## config.mk

```make
export PLATFORM = sky130hd
export DESIGN_NAME = ptri_proj
export DESIGN_NICKNAME = d
export VERILOG_FILES = /design/src/design/ptri_pkg.sv /design/src/design/ptri_proj.sv
export SDC_FILE = /design/constraint.sdc
export NUM_CORES = 1
export LEC_CHECK = 0
export ABC_CLOCK_PERIOD_IN_PS = 5400
export BUFFER_PORTS_ARGS = -buffer_cell sky130_fd_sc_hd__buf_4
export CORE_MARGIN = 8
export CORE_UTILIZATION = 45
export CTS_CLUSTER_SIZE = 24
export DETAILED_ROUTE_END_ITERATION = 8
export PLACE_DENSITY = 0.68
export SLEW_MARGIN = 20
export SYNTH_ARGS = -nofsm -noshare
export SYNTH_HDL_FRONTEND = slang
export SYNTH_SLANG_ARGS = --single-unit
```

## constraint.sdc

```tcl
create_clock -name clk -period 5.4 [get_ports clk]
set_clock_uncertainty 0.15 [all_clocks]
set_input_delay 0.54 -clock clk [delete_from_list [all_inputs] [get_ports clk]]
set_output_delay 0.54 -clock clk [all_outputs]
set_load 0.01 [all_outputs]
```

## src/design/ptri_pkg.sv

```systemverilog
`timescale 1ns / 1ps

package ptri_pkg;

    localparam int COORD_BITS_DEF = 20;

    // Projection plane codes
    typedef enum logic [1:0] {
        PLANE_XY = 2'd0,
        PLANE_YZ = 2'd1,
        PLANE_ZX = 2'd2
    } plane_t;

    // Result codes
    typedef enum logic [1:0] {
        CLASS_OUTSIDE  = 2'd0,
        CLASS_BOUNDARY = 2'd1,
        CLASS_INSIDE   = 2'd2
    } loc_class_t;

    // Control that rides along with every item through the pipeline
    typedef struct packed {
        logic hit;      // query equals a vertex
        logic strict;   // strict rule selected
    } ctrl_t;

endpackage

```

## src/design/ptri_proj.sv

```systemverilog
`timescale 1ns / 1ps

module ptri_proj
    import ptri_pkg::*;
#(
    parameter int COORD_BITS = COORD_BITS_DEF
)
(
    input  logic                             clk,
    input  logic                             rst_n,
    input  logic                             up_valid,
    output logic                             up_ready,
    input  logic [3*COORD_BITS-1:0]          vertex_a,
    input  logic [3*COORD_BITS-1:0]          vertex_b,
    input  logic [3*COORD_BITS-1:0]          vertex_c,
    input  logic [3*COORD_BITS-1:0]          query_point,
    input  logic [1:0]                       projection_plane,
    input  logic                             rule_variant,
    output logic                             down_valid,
    input  logic                             down_ready,
    output ctrl_t                            ctrl,
    output logic signed [COORD_BITS:0]       bv_cv,
    output logic signed [COORD_BITS:0]       au_cu,
    output logic signed [COORD_BITS:0]       cu_bu,
    output logic signed [COORD_BITS:0]       av_cv,
    output logic signed [COORD_BITS:0]       pu_cu,
    output logic signed [COORD_BITS:0]       pv_cv,
    output logic signed [COORD_BITS:0]       cv_av
);

    localparam int CB = COORD_BITS;
    localparam int DW = COORD_BITS + 1;

    logic [1:0] u_sel;
    logic [1:0] v_sel;

    logic signed [CB-1:0] au, av, bu, bv, cu, cv, pu, pv;

    logic                 valid_reg;
    ctrl_t                ctrl_reg;
    ctrl_t                ctrl_next;
    logic signed [CB:0]   bv_cv_reg, au_cu_reg, cu_bu_reg, av_cv_reg;
    logic signed [CB:0]   pu_cu_reg, pv_cv_reg, cv_av_reg;
    logic signed [CB:0]   bv_cv_next, au_cu_next, cu_bu_next, av_cv_next;
    logic signed [CB:0]   pu_cu_next, pv_cv_next, cv_av_next;

    // Pick the two coordinates that survive the projection
    always_comb
    begin
        case (projection_plane)
            PLANE_YZ:
            begin
                u_sel = 2'd1;
                v_sel = 2'd2;
            end
            PLANE_ZX:
            begin
                u_sel = 2'd2;
                v_sel = 2'd0;
            end
            default:
            begin
                u_sel = 2'd0;
                v_sel = 2'd1;
            end
        endcase
    end

    assign au = $signed(vertex_a[u_sel*CB +: CB]);
    assign av = $signed(vertex_a[v_sel*CB +: CB]);
    assign bu = $signed(vertex_b[u_sel*CB +: CB]);
    assign bv = $signed(vertex_b[v_sel*CB +: CB]);
    assign cu = $signed(vertex_c[u_sel*CB +: CB]);
    assign cv = $signed(vertex_c[v_sel*CB +: CB]);
    assign pu = $signed(query_point[u_sel*CB +: CB]);
    assign pv = $signed(query_point[v_sel*CB +: CB]);

    assign bv_cv_next = DW'(bv) - DW'(cv);
    assign au_cu_next = DW'(au) - DW'(cu);
    assign cu_bu_next = DW'(cu) - DW'(bu);
    assign av_cv_next = DW'(av) - DW'(cv);
    assign pu_cu_next = DW'(pu) - DW'(cu);
    assign pv_cv_next = DW'(pv) - DW'(cv);
    assign cv_av_next = DW'(cv) - DW'(av);

    assign ctrl_next.hit    = (query_point == vertex_a) || (query_point == vertex_b) ||
                              (query_point == vertex_c);
    assign ctrl_next.strict = rule_variant;

    assign up_ready = !valid_reg || down_ready;

    always_ff @(posedge clk or negedge rst_n)
    begin
        if (!rst_n)
            valid_reg <= 1'b0;
        else if (up_ready)
            valid_reg <= up_valid;
    end

    always_ff @(posedge clk)
    begin
        if (up_ready && up_valid)
        begin
            ctrl_reg  <= ctrl_next;
            bv_cv_reg <= bv_cv_next;
            au_cu_reg <= au_cu_next;
            cu_bu_reg <= cu_bu_next;
            av_cv_reg <= av_cv_next;
            pu_cu_reg <= pu_cu_next;
            pv_cv_reg <= pv_cv_next;
            cv_av_reg <= cv_av_next;
        end
    end

    assign down_valid = valid_reg;
    assign ctrl       = ctrl_reg;
    assign bv_cv      = bv_cv_reg;
    assign au_cu      = au_cu_reg;
    assign cu_bu      = cu_bu_reg;
    assign av_cv      = av_cv_reg;
    assign pu_cu      = pu_cu_reg;
    assign pv_cv      = pv_cv_reg;
    assign cv_av      = cv_av_reg;

endmodule

```

==> run_summary.xml, run 1 <==
<?xml version="1.0" encoding="UTF-8"?>
<metrics>
  <group name="timing">
    <metric name="layout_min_cycle_time" unit="ns">4.62</metric>
    <metric name="totalNegativeSetupSlack" unit="ns">0</metric>
    <metric name="clock.fmax" unit="GHz">0.217</metric>
    <metric name="worst_slew_pin_slew" unit="ns">0.912</metric>
    <metric name="rsz0062_at_grt" unit="">no</metric>
    <metric name="timing.max_slew.rel_slack" unit="%">38.5</metric>
    <metric name="finalHoldViolations" unit="">0</metric>
    <metric name="final-max-slew-violation-count" unit="">0</metric>
    <metric name="finalSetupViolations" unit="">0</metric>
    <metric name="timing.final.crit_share" unit="%">85.5</metric>
  </group>
  <group name="yosys">
    <metric name="synth_area_per_cell" unit="sq um">8.74</metric>
    <metric name="async_set_or_reset_flop_fraction_in_the_synthesized_netlist" unit="%">0.671</metric>
    <metric name="synthesis.yosys.warnings" unit="">0</metric>
    <metric name="dominantRegCellSynth" unit="">edfxtp_1</metric>
    <metric name="synthXorXnorAreaFrac" unit="%">16.2</metric>
    <metric name="synthesis.area" unit="sq mm">0.0176</metric>
    <metric name="yosysSeqAreaShare" unit="%">25.5</metric>
    <metric name="muxShareOfSynthArea" unit="%">9.35</metric>
    <metric name="synth_top_family_by_area" unit="">compound AO/OA/AOI/OAI gates</metric>
    <metric name="synth-compound-area-share" unit="%">20.7</metric>
    <metric name="postSynthCellCount" unit="">2009</metric>
    <metric name="yosys.area_share.adder" unit="%">9.97</metric>
    <metric name="mappedNetlistNets" unit="">2384</metric>
    <metric name="synth-edff-count" unit="">148</metric>
    <metric name="synth.ff_latch_count" unit="">149</metric>
    <metric name="synth_simple_gate_area_share" unit="%">13.2</metric>
    <metric name="synthDominantAreaCellType" unit="">edfxtp_1</metric>
    <metric name="post_synth_main_area_contributors" unit="">edfxtp_1 25%, mux2i_1 8.8%, ha_1 8.6%</metric>
    <metric name="synth.lib_cells_used.distinct" unit="">89</metric>
    <metric name="post-synth-top-area-fraction" unit="%">25.3</metric>
  </group>
  <group name="clock_tree">
    <metric name="cts_buffer_depth" unit="">2</metric>
    <metric name="latest_clock_arrival_within_the_worst_skew_pair" unit="ns">0.46</metric>
    <metric name="cts_buffers" unit="">17</metric>
    <metric name="path_clk_slew" unit="ns">0.06</metric>
    <metric name="post-cts-setup-buffer-count" unit="">0</metric>
    <metric name="cts.sinks" unit="">149</metric>
    <metric name="post_cts_hold_buffer_count" unit="">1</metric>
    <metric name="cts_tree" unit="">done</metric>
    <metric name="post_cts.resized_instances" unit="">0</metric>
    <metric name="cts_root_buf" unit="">clkbuf_16</metric>
    <metric name="htree_num_levels" unit="">4</metric>
  </group>
  <group name="power">
    <metric name="sequentialPowerShare" unit="%">26.4</metric>
    <metric name="net-switching-power" unit="W">0.00266</metric>
    <metric name="combPwrFrac" unit="%">54.5</metric>
    <metric name="power.static_leakage" unit="nW">9.26</metric>
    <metric name="power.clock.fraction" unit="%">19.1</metric>
    <metric name="highest_ir_drop_seen_on_vdd" unit="mV">0.235</metric>
    <metric name="cellInternalPower" unit="W">0.00378</metric>
    <metric name="switching_power_share_of_the_total" unit="%">41.3</metric>
    <metric name="design_power_total" unit="W">0.00645</metric>
    <metric name="power.density" unit="mW/mm^2">298</metric>
  </group>
  <group name="floorplan">
    <metric name="die_area" unit="sq mm">0.0456</metric>
    <metric name="fp.coreArea" unit="sq mm">0.0386</metric>
    <metric name="floorplan.initialDensity" unit="%">45.5</metric>
    <metric name="pin_count" unit="">398</metric>
    <metric name="row_count" unit="">72</metric>
    <metric name="chipHeight" unit="um">214</metric>
    <metric name="chipWidth" unit="um">214</metric>
  </group>
  <group name="detailed_routing">
    <metric name="met3RoutedLength" unit="um">6920</metric>
    <metric name="top_layer_used" unit="">met5</metric>
    <metric name="detail_route.drc_violations" unit="">0</metric>
    <metric name="vias_per_cell" unit="">6.22</metric>
    <metric name="drtAntennaViolNets" unit="">0</metric>
    <metric name="drt_pre_antenna_iters" unit="">6</metric>
    <metric name="route.layer.met1.wl" unit="um">32600</metric>
    <metric name="via_count" unit="">17900</metric>
    <metric name="met2RoutedLength" unit="um">38300</metric>
    <metric name="drt-initial-drc-count" unit="">1902</metric>
    <metric name="wl_per_cell" unit="um">28.7</metric>
    <metric name="drt-total-wl" unit="um">82600</metric>
  </group>
  <group name="cells_and_area">
    <metric name="final_cell_mix" unit="">429 x buf_4, 188 x nand2_1, 161 x xnor2_1</metric>
    <metric name="layoutNonFillerInstCount" unit="">2874</metric>
    <metric name="nets_finish" unit="">2714</metric>
    <metric name="nFillCells" unit="">3530</metric>
    <metric name="syn2layout_area_growth" unit="%">23.0</metric>
    <metric name="most_frequent_standard_cell_in_the_layout_excluding_fill_and_tap_cells" unit="">buf_4</metric>
    <metric name="drive_above_1_share" unit="%">21.2</metric>
  </group>
  <group name="critical_path">
    <metric name="cp-start-kind" unit="">input port</metric>
    <metric name="worst-setup-path-type" unit="">in -&gt; reg</metric>
    <metric name="rr_worst_depth" unit="">3</metric>
    <metric name="critical_path_required" unit="ns">5.45</metric>
    <metric name="critical_path_arrival" unit="ns">4.67</metric>
    <metric name="crit_path_capture_type" unit="">flop</metric>
    <metric name="path_max_fanout" unit="">31</metric>
  </group>
  <group name="placed_design">
    <metric name="place.detailed.instances" unit="">2837</metric>
    <metric name="place_congestion" unit="">1.08</metric>
    <metric name="portBuffers" unit="">397</metric>
    <metric name="hpwlAfterDp" unit="um">68700</metric>
  </group>
  <group name="global_route">
    <metric name="gr-total-overflow" unit="">0</metric>
    <metric name="grt_pass1_wl" unit="um">116000</metric>
    <metric name="grt_start_max_net_pins" unit="">80</metric>
    <metric name="vias_in_the_first_global_route" unit="">17600</metric>
    <metric name="overall_routing_resource_usage" unit="%">34.9</metric>
    <metric name="grt_antenna_before_repair" unit="">8</metric>
  </group>
  <group name="outcome">
    <metric name="status" unit="">complete, no violations</metric>
  </group>
  <group name="hold_path">
    <metric name="class_of_the_tightest_hold_or_removal_check" unit="">in -&gt; reg</metric>
    <metric name="whs_path_depth" unit="">1</metric>
  </group>
  <group name="run">
    <metric name="drv.max_cap_violation_count" unit="">0</metric>
  </group>
</metrics>
stage by stage:
stage                     util, %  hold slack [ns]  setup WS (ns)  area (sq um)
after floorplan                 -           0.0944         0.0892         17600
after global placement       54.4            0.166          0.417         21000
after detailed placement     54.4            0.167          0.429         21000
after CTS                    56.0           0.0900          0.900         21600
after global routing         56.0           0.0963          0.532         21600
final                        56.0            0.100          0.783         21600
power by group through the flow:
stage	sequential (W)	clock [W]	combinational, W
final	0.00170	0.00123	0.00351
after global routing	0.00172	0.00128	0.00372
after CTS	0.00170	0.00124	0.00345
after detailed placement	0.00172	0	0.00342
after global placement	0.00172	0	0.00341
after floorplan	0.00184	0	0.00197
area by class of cell:
type | count | area, sq um | area share [%]
multi-input cells | 1643 | 12200 | 56.6
flip-flops and latches | 149 | 4470 | 20.7
repair buffers | 434 | 3310 | 15.3
well taps | 518 | 648 | 3.00
clock buffers | 20 | 437 | 2.02
inverters | 94 | 353 | 1.63
clock inverters | 12 | 155 | 0.718
diodes | 4 | 10.0 | 0.0463
critical path, cell delays in order:
cell	delay, ns
buf_4	0.12
inv_1	0.07
ha_4	0.51
buf_4	0.36
buf_4	0.44
mux2i_1	0.25
o22ai_1	0.16
ha_1	0.53
nand2_1	0.22
nor3_1	0.50
nand3_1	0.13
or3_1	0.37
o221ai_1	0.20
a21oi_1	0.08
xnor2_1	0.16
worst paths after layout:
kind                                   startpoint                     end  slack [ns]
setup / recovery              projection_plane[0]     av_cv[17]$_DFFE_PP_        0.78
max in group asynchronous                   rst_n  down_valid$_DFFE_PN0N_        4.78
min in group asynchronous                   rst_n  down_valid$_DFFE_PN0N_        0.24
setup reg to reg           down_valid$_DFFE_PN0N_      cu_bu[0]$_DFFE_PP_        3.14
hold / removal                       rule_variant       ctrl[0]$_DFFE_PP_        0.10
hold reg to reg            down_valid$_DFFE_PN0N_  down_valid$_DFFE_PN0N_        0.41
cell families after synthesis:
logic type,Yosys count
AND/OR/NAND/NOR,476
buffers and inverters,217
XOR/XNOR,323
AO/OA/AOI/OAI,544
multiplexers,163
adder cells (fa/ha/maj),137
flip-flops,149
cell usage after synthesis (5+ instances only):
cell and n:
a211oi_1 11, a21o_1 74, a21oi_1 123, a221oi_1 10, a2bb2oi_1 5, a31oi_1 10
a32oi_1 5, and2_1 8, and3_1 14, buf_1 15, buf_2 10, buf_4 7
buf_6 5, clkbuf_1 85, edfxtp_1 148, fa_1 7, ha_1 121, inv_1 92
maj3_2 5, mux2_2 6, mux2i_1 155, nand2_1 188, nand2b_1 13, nand3_1 19
nand3b_1 10, nand4_1 34, nor2_1 84, nor2b_1 13, nor3_1 23, nor4_1 40
o211ai_1 12, o21a_1 26, o21ai_0 102, o21ai_1 7, o21bai_1 26, o22a_1 19
o22ai_1 45, o2bb2ai_1 16, o31ai_1 6, xnor2_1 161, xor2_1 160
metal layers:
metal  GRT usage [%]  vias to the layer above
met3            5.86                      224
met2            57.4                     1047
met5               0                        -
met1            43.2                     8614
met4            19.4                       12
li1                -                     7981
Note: power is estimated with default switching activity, not from simulation.
==> run 2, diff against run 1 <==
- ABC_CLOCK_PERIOD_IN_PS: 5400 -> 4300
- CORE_ASPECT_RATIO: unset -> 1.75
- clock period: 5.4 -> 4.3 ns (I/O delays scaled with it)
==> run_summary.xml, run 2 (synthesis gave the netlist of run 1 again) <==
<?xml version="1.0" encoding="UTF-8"?>
<metrics>
  <group name="outcome">
    <metric name="status" unit="">complete, no violations</metric>
  </group>
  <group name="detailed_routing">
    <metric name="vias_per_cell" unit="">6.37</metric>
    <metric name="top_layer_used" unit="">met5</metric>
    <metric name="drt-initial-drc-count" unit="">2006</metric>
    <metric name="drt_pre_antenna_iters" unit="">7</metric>
    <metric name="wl_per_cell" unit="um">32.5</metric>
    <metric name="met3RoutedLength" unit="um">8110</metric>
    <metric name="route.layer.met1.wl" unit="um">31900</metric>
    <metric name="via_count" unit="">19000</metric>
    <metric name="detail_route.drc_violations" unit="">0</metric>
    <metric name="drtAntennaViolNets" unit="">0</metric>
    <metric name="met2RoutedLength" unit="um">47200</metric>
    <metric name="drt-total-wl" unit="um">97200</metric>
  </group>
  <group name="clock_tree">
    <metric name="latest_clock_arrival_within_the_worst_skew_pair" unit="ns">0.47</metric>
    <metric name="post_cts_hold_buffer_count" unit="">2</metric>
    <metric name="post-cts-setup-buffer-count" unit="">0</metric>
    <metric name="post_cts.resized_instances" unit="">0</metric>
    <metric name="cts_tree" unit="">done</metric>
    <metric name="cts_buffers" unit="">17</metric>
    <metric name="cts_root_buf" unit="">clkbuf_16</metric>
    <metric name="htree_num_levels" unit="">4</metric>
    <metric name="cts_buffer_depth" unit="">2</metric>
    <metric name="path_clk_slew" unit="ns">0.08</metric>
    <metric name="cts.sinks" unit="">149</metric>
  </group>
  <group name="critical_path">
    <metric name="timing.rr.start" unit="">down_valid$_DFFE_PN0N_</metric>
    <metric name="rr_worst_depth" unit="">3</metric>
    <metric name="cell_breakdown_of_the_critical_path" unit="">buf_4, inv_1, ha_4, buf_12, buf_12, nand2_1, o22a_2, inv_1, xnor2_2, nand2_1, o211ai_1, o211ai_1, o21a_1, nor4_1, o22ai_1</metric>
    <metric name="critPathSlowestCell" unit="">nor4_1</metric>
    <metric name="cp-start-kind" unit="">input port</metric>
    <metric name="setup.reg_to_reg.worst_slack" unit="ns">2.35</metric>
    <metric name="timing.critical_path.from" unit="">projection_plane[1]</metric>
    <metric name="critical_path_required" unit="ns">4.35</metric>
    <metric name="path_max_fanout" unit="">40</metric>
    <metric name="timing.critical_path.to" unit="">cv_av[20]$_DFFE_PP_</metric>
    <metric name="critical_path_arrival" unit="ns">4.02</metric>
    <metric name="crit_path_capture_type" unit="">flop</metric>
    <metric name="worstReg2RegEnd" unit="">cu_bu[2]$_DFFE_PP_</metric>
    <metric name="worst-setup-path-type" unit="">in -&gt; reg</metric>
    <metric name="slowest_delay" unit="ns">0.51</metric>
  </group>
  <group name="timing">
    <metric name="timing.max_slew.rel_slack" unit="%">28.0</metric>
    <metric name="finalWorstSetupSlack" unit="ns">0.326</metric>
    <metric name="timing.final.crit_share" unit="%">92.4</metric>
    <metric name="final-max-slew-violation-count" unit="">0</metric>
    <metric name="clock.fmax" unit="GHz">0.252</metric>
    <metric name="layout_min_cycle_time" unit="ns">3.97</metric>
    <metric name="rsz0062_at_grt" unit="">no</metric>
    <metric name="worst_slew_pin_slew" unit="ns">1.08</metric>
    <metric name="hold_slack" unit="ns">0.0135</metric>
    <metric name="finalHoldViolations" unit="">0</metric>
    <metric name="finalSetupViolations" unit="">0</metric>
  </group>
  <group name="global_route">
    <metric name="overall_routing_resource_usage" unit="%">41.6</metric>
    <metric name="gr-total-overflow" unit="">0</metric>
    <metric name="grt_pass1_wl" unit="um">136000</metric>
    <metric name="grt_antenna_before_repair" unit="">10</metric>
    <metric name="vias_in_the_first_global_route" unit="">19900</metric>
    <metric name="grt_start_max_net_pins" unit="">149</metric>
  </group>
  <group name="floorplan">
    <metric name="chipHeight" unit="um">277</metric>
    <metric name="pin_count" unit="">398</metric>
    <metric name="die_area" unit="sq mm">0.0458</metric>
    <metric name="floorplan.initialDensity" unit="%">45.1</metric>
    <metric name="chipWidth" unit="um">165</metric>
    <metric name="fp.coreArea" unit="sq mm">0.0389</metric>
    <metric name="row_count" unit="">96</metric>
  </group>
  <group name="placed_design">
    <metric name="detailedPlace.worstSlack" unit="ns">-0.0172</metric>
    <metric name="place_congestion" unit="">1.08</metric>
    <metric name="place_area" unit="sq mm">0.0222</metric>
    <metric name="portBuffers" unit="">397</metric>
    <metric name="hpwlAfterDp" unit="um">78400</metric>
    <metric name="place.detailed.instances" unit="">2950</metric>
  </group>
  <group name="power">
    <metric name="power.static_leakage" unit="nW">9.97</metric>
    <metric name="power.density" unit="mW/mm^2">383</metric>
    <metric name="highest_ir_drop_seen_on_vdd" unit="mV">0.293</metric>
  </group>
  <group name="cells_and_area">
    <metric name="fin_area" unit="sq mm">0.0228</metric>
    <metric name="drive_above_1_share" unit="%">26.0</metric>
    <metric name="layoutNonFillerInstCount" unit="">2991</metric>
    <metric name="nets_finish" unit="">2856</metric>
    <metric name="final_cell_mix" unit="">562 x buf_4, 188 x nand2_1, 161 x xnor2_1</metric>
    <metric name="nFillCells" unit="">3502</metric>
    <metric name="most_frequent_standard_cell_in_the_layout_excluding_fill_and_tap_cells" unit="">buf_4</metric>
    <metric name="syn2layout_area_growth" unit="%">29.6</metric>
  </group>
  <group name="hold_path">
    <metric name="class_of_the_tightest_hold_or_removal_check" unit="">in -&gt; reg</metric>
  </group>
  <group name="run">
    <metric name="drv.max_cap_violation_count" unit="">0</metric>
  </group>
</metrics>
## run 2: report_power, final
part | switching [W] | total, W | internal [W]
clock network | 0.000783 | 0.00160 | 0.000813
registers | 0.0000887 | 0.00214 | 0.00206
logic | 0.00290 | 0.00497 | 0.00207
## run 2: critical path, delay by kind of cell
| kind | cells | cell delay, ns |
|---|---|---|
| AND/OR/NAND/NOR | 3 | 0.84 |
| buffers and inverters | 5 | 0.95 |
| adder cells (fa/ha/maj) | 1 | 0.28 |
| AO/OA/AOI/OAI | 5 | 1.25 |
| XOR/XNOR | 1 | 0.23 |
## run 2: through the flow
stage	util, %	total power [W]	setup TNS [ns]
finish	58.5	0.00871	0
global route	58.5	0.00902	0
CTS	58.4	0.00858	0
detailed placement	56.9	0.00697	-0.0490
global placement	56.9	0.00690	0
floorplan	-	0.00481	-0.162
## run 2: per-layer routing
metal | up-vias | GRT usage [%]
li1 | 8273 | -
met1 | 9063 | 42.2
met2 | 1267 | 69.6
met3 | 433 | 9.50
met4 | 2 | 36.9
met5 | - | 0
## run 2: worst min path at each step
| stage | startpoint | endpoint | slack, ns | cells past startpoint |
|---|---|---|---|---|
| floorplan | rst_n | down_valid$_DFFE_PN0N_ | -0.02 | 0 |
| global placement | rst_n | down_valid$_DFFE_PN0N_ | 0.06 | 1 |
| detailed placement | rst_n | down_valid$_DFFE_PN0N_ | 0.06 | 1 |
| CTS | up_valid | down_valid$_DFFE_PN0N_ | 0.01 | 2 |
| global route | up_valid | down_valid$_DFFE_PN0N_ | 0.03 | 2 |
| finish | up_valid | down_valid$_DFFE_PN0N_ | 0.01 | 2 |
## run 2: final cells by class
type | count | area, sq um | share of cell area (%)
Antenna cell | 8 | 20.0 | 0.0880
Clock buffer | 17 | 425 | 1.87
Clock inverter | 14 | 143 | 0.627
Inverter | 94 | 353 | 1.55
Multi-Input combinational cell | 1643 | 12300 | 53.9
Sequential cell | 149 | 4470 | 19.6
Tap cell | 490 | 613 | 2.69
Timing Repair Buffer | 576 | 4480 | 19.7
==> run 3, diff against run 2 <==
- RECOVER_POWER: unset -> 50
==> run_summary.xml, run 3 (synthesis gave the netlist of run 1 again) <==
<?xml version="1.0" encoding="UTF-8"?>
<metrics>
  <group name="critical_path">
    <metric name="path_max_fanout" unit="">70</metric>
    <metric name="worstReg2RegEnd" unit="">cu_bu[18]$_DFFE_PP_</metric>
    <metric name="setup.reg_to_reg.worst_slack" unit="ns">1.22</metric>
    <metric name="crit_path_capture_type" unit="">flop</metric>
    <metric name="critPathSlowestCell" unit="">o21ai_0</metric>
    <metric name="slowest_delay" unit="ns">0.43</metric>
    <metric name="timing.critical_path.to" unit="">au_cu[19]$_DFFE_PP_</metric>
    <metric name="crit_family" unit="">compound AO/OA/AOI/OAI gates</metric>
    <metric name="crit_buf_inv" unit="">4</metric>
    <metric name="critical_path_arrival" unit="ns">4.08</metric>
    <metric name="cell_breakdown_of_the_critical_path" unit="">clkbuf_1, inv_1, ha_4, buf_12, mux2i_1, o21ai_0, ha_1, a21o_1, a21o_1, a21oi_1, o21bai_1, a21oi_1, o21ai_0, a2111oi_2, buf_4, nor3_1, nand3b_1</metric>
    <metric name="timing.rr.start" unit="">down_valid$_DFFE_PN0N_</metric>
    <metric name="timing.critical_path.from" unit="">projection_plane[1]</metric>
    <metric name="worst-setup-path-type" unit="">in -&gt; reg</metric>
    <metric name="critical_path_required" unit="ns">4.36</metric>
    <metric name="crit_cells" unit="">17</metric>
    <metric name="rr_worst_depth" unit="">3</metric>
    <metric name="cp-start-kind" unit="">input port</metric>
  </group>
  <group name="power">
    <metric name="switching_power_share_of_the_total" unit="%">44.3</metric>
    <metric name="highest_ir_drop_seen_on_vdd" unit="mV">0.289</metric>
    <metric name="cellInternalPower" unit="W">0.00474</metric>
    <metric name="net-switching-power" unit="W">0.00377</metric>
    <metric name="sequentialPowerShare" unit="%">25.2</metric>
    <metric name="power.density" unit="mW/mm^2">383</metric>
    <metric name="power.clock.fraction" unit="%">18.8</metric>
    <metric name="combPwrFrac" unit="%">56.0</metric>
    <metric name="power.static_leakage" unit="nW">9.41</metric>
  </group>
  <group name="detailed_routing">
    <metric name="met3RoutedLength" unit="um">8270</metric>
    <metric name="detail_route.drc_violations" unit="">0</metric>
    <metric name="route.layer.met1.wl" unit="um">31600</metric>
    <metric name="met2RoutedLength" unit="um">47300</metric>
    <metric name="drt-initial-drc-count" unit="">2185</metric>
    <metric name="wl_per_cell" unit="um">32.5</metric>
    <metric name="via_count" unit="">19100</metric>
    <metric name="vias_per_cell" unit="">6.37</metric>
    <metric name="drt_pre_antenna_iters" unit="">6</metric>
    <metric name="drtAntennaViolNets" unit="">0</metric>
    <metric name="top_layer_used" unit="">met5</metric>
    <metric name="drt-total-wl" unit="um">97100</metric>
  </group>
  <group name="timing">
    <metric name="worst_slew_pin_slew" unit="ns">2.37</metric>
    <metric name="timing.final.crit_share" unit="%">93.4</metric>
    <metric name="finalWorstSetupSlack" unit="ns">0.283</metric>
    <metric name="clock.fmax" unit="GHz">0.249</metric>
    <metric name="layout_min_cycle_time" unit="ns">4.02</metric>
    <metric name="finalSetupViolations" unit="">0</metric>
    <metric name="rsz0062_at_grt" unit="">no</metric>
    <metric name="timing.max_slew.rel_slack" unit="%">-58.2</metric>
    <metric name="final-max-slew-violation-count" unit="">149</metric>
    <metric name="finalHoldViolations" unit="">0</metric>
  </group>
  <group name="floorplan">
    <metric name="row_count" unit="">96</metric>
    <metric name="chipHeight" unit="um">277</metric>
    <metric name="chipWidth" unit="um">165</metric>
    <metric name="floorplan.initialDensity" unit="%">45.1</metric>
    <metric name="fp.coreArea" unit="sq mm">0.0389</metric>
    <metric name="die_area" unit="sq mm">0.0458</metric>
    <metric name="pin_count" unit="">398</metric>
  </group>
  <group name="hold_path">
    <metric name="class_of_the_tightest_hold_or_removal_check" unit="">in -&gt; reg</metric>
    <metric name="whs_path_depth" unit="">2</metric>
  </group>
  <group name="clock_tree">
    <metric name="htree_num_levels" unit="">4</metric>
    <metric name="cts_tree" unit="">done</metric>
    <metric name="cts_buffers" unit="">17</metric>
    <metric name="cts.sinks" unit="">149</metric>
    <metric name="path_clk_slew" unit="ns">0.08</metric>
    <metric name="cts_buffer_depth" unit="">2</metric>
    <metric name="cts_root_buf" unit="">clkbuf_16</metric>
    <metric name="latest_clock_arrival_within_the_worst_skew_pair" unit="ns">0.47</metric>
  </group>
  <group name="global_route">
    <metric name="grt_start_max_net_pins" unit="">149</metric>
    <metric name="gr-total-overflow" unit="">0</metric>
    <metric name="vias_in_the_first_global_route" unit="">19900</metric>
    <metric name="grt_antenna_before_repair" unit="">10</metric>
    <metric name="grt_pass1_wl" unit="um">136000</metric>
    <metric name="overall_routing_resource_usage" unit="%">41.6</metric>
  </group>
  <group name="placed_design">
    <metric name="place_congestion" unit="">1.08</metric>
    <metric name="place.detailed.instances" unit="">2950</metric>
    <metric name="detailedPlace.worstSlack" unit="ns">-0.0172</metric>
    <metric name="hpwlAfterDp" unit="um">78400</metric>
    <metric name="portBuffers" unit="">397</metric>
  </group>
  <group name="cells_and_area">
    <metric name="most_frequent_standard_cell_in_the_layout_excluding_fill_and_tap_cells" unit="">buf_4</metric>
    <metric name="drive_above_1_share" unit="%">19.9</metric>
    <metric name="nets_finish" unit="">2856</metric>
    <metric name="storage_cell_area" unit="sq mm">0.00447</metric>
    <metric name="area_of_the_multi_input_gates" unit="sq mm">0.0123</metric>
    <metric name="syn2layout_area_growth" unit="%">26.3</metric>
    <metric name="final_cell_mix" unit="">407 x buf_4, 188 x nand2_1, 161 x xnor2_1</metric>
    <metric name="nFillCells" unit="">3650</metric>
    <metric name="layoutNonFillerInstCount" unit="">2991</metric>
  </group>
  <group name="run">
    <metric name="drv.max_cap_violation_count" unit="">1</metric>
  </group>
  <group name="outcome">
    <metric name="violations" unit="">capacitance limit, slew limit</metric>
    <metric name="status" unit="">complete, but fails checks</metric>
  </group>
</metrics>
run 3: changes by cell type in the layout (fill, tap and decap cells not counted):
cell | before | now
and2_0 | 0 | 1
clkbuf_4 | 0 | 4
and2_4 | 1 | 0
buf_12 | 12 | 11
buf_4 | 562 | 407
clkbuf_1 | 0 | 152
run 3: repair_timing:
item	in CTS	in global routing
hold buffers	2	0
hold endpoints to repair	2	0
setup buffers	0	0
resized for setup	0	0
run 3: worst min-delay path by stage:
stage	start	to
5_1_grt	up_valid	down_valid$_DFFE_PN0N_
3_5_place_dp	rst_n	down_valid$_DFFE_PN0N_
3_3_place_gp	rst_n	down_valid$_DFFE_PN0N_
6_report	up_valid	down_valid$_DFFE_PN0N_
2_1_floorplan	rst_n	down_valid$_DFFE_PN0N_
4_1_cts	up_valid	down_valid$_DFFE_PN0N_
run 3: per-layer routing:
layer / GRT usage [%] / vias up
li1: - / 8278
met1: 42.2 / 9087
met2: 69.6 / 1275
met3: 9.50 / 413
met4: 36.9 / 4
met5: 0 / -
run 3: power by group through the flow:
stage / logic [W] / clock network (W) / registers [W]
after global placement: 0.00473 / 0 / 0.00217
after detailed placement: 0.00480 / 0 / 0.00217
final: 0.00476 / 0.00160 / 0.00214
after global routing: 0.00501 / 0.00164 / 0.00216
after floorplan: 0.00251 / 0 / 0.00230
after CTS: 0.00483 / 0.00160 / 0.00215
run 3: through the flow:
step / hold slack, ns / total power, W / cell area (sq um) / utilization (%) / TNS [ns]
floorplan: -0.0156 / 0.00481 / 17800 / - / -0.162
global placement: 0.0556 / 0.00690 / 22200 / 56.9 / 0
detailed placement: 0.0597 / 0.00697 / 22200 / 56.9 / -0.0490
CTS: 0.0128 / 0.00858 / 22700 / 58.4 / 0
global route: 0.0320 / 0.00881 / 22200 / 57.0 / 0
finish: 0.0164 / 0.00850 / 22200 / 57.0 / 0
run 3: final cells by class:
| type | instances | area share (%) |
|---|---|---|
| diodes | 8 | 0.0903 |
| clock buffers | 17 | 1.92 |
| clock inverters | 14 | 0.643 |
| inverters | 94 | 1.59 |
| multi-input cells | 1643 | 55.3 |
| flip-flops and latches | 149 | 20.2 |
| well taps | 490 | 2.76 |
| repair buffers | 576 | 17.6 |
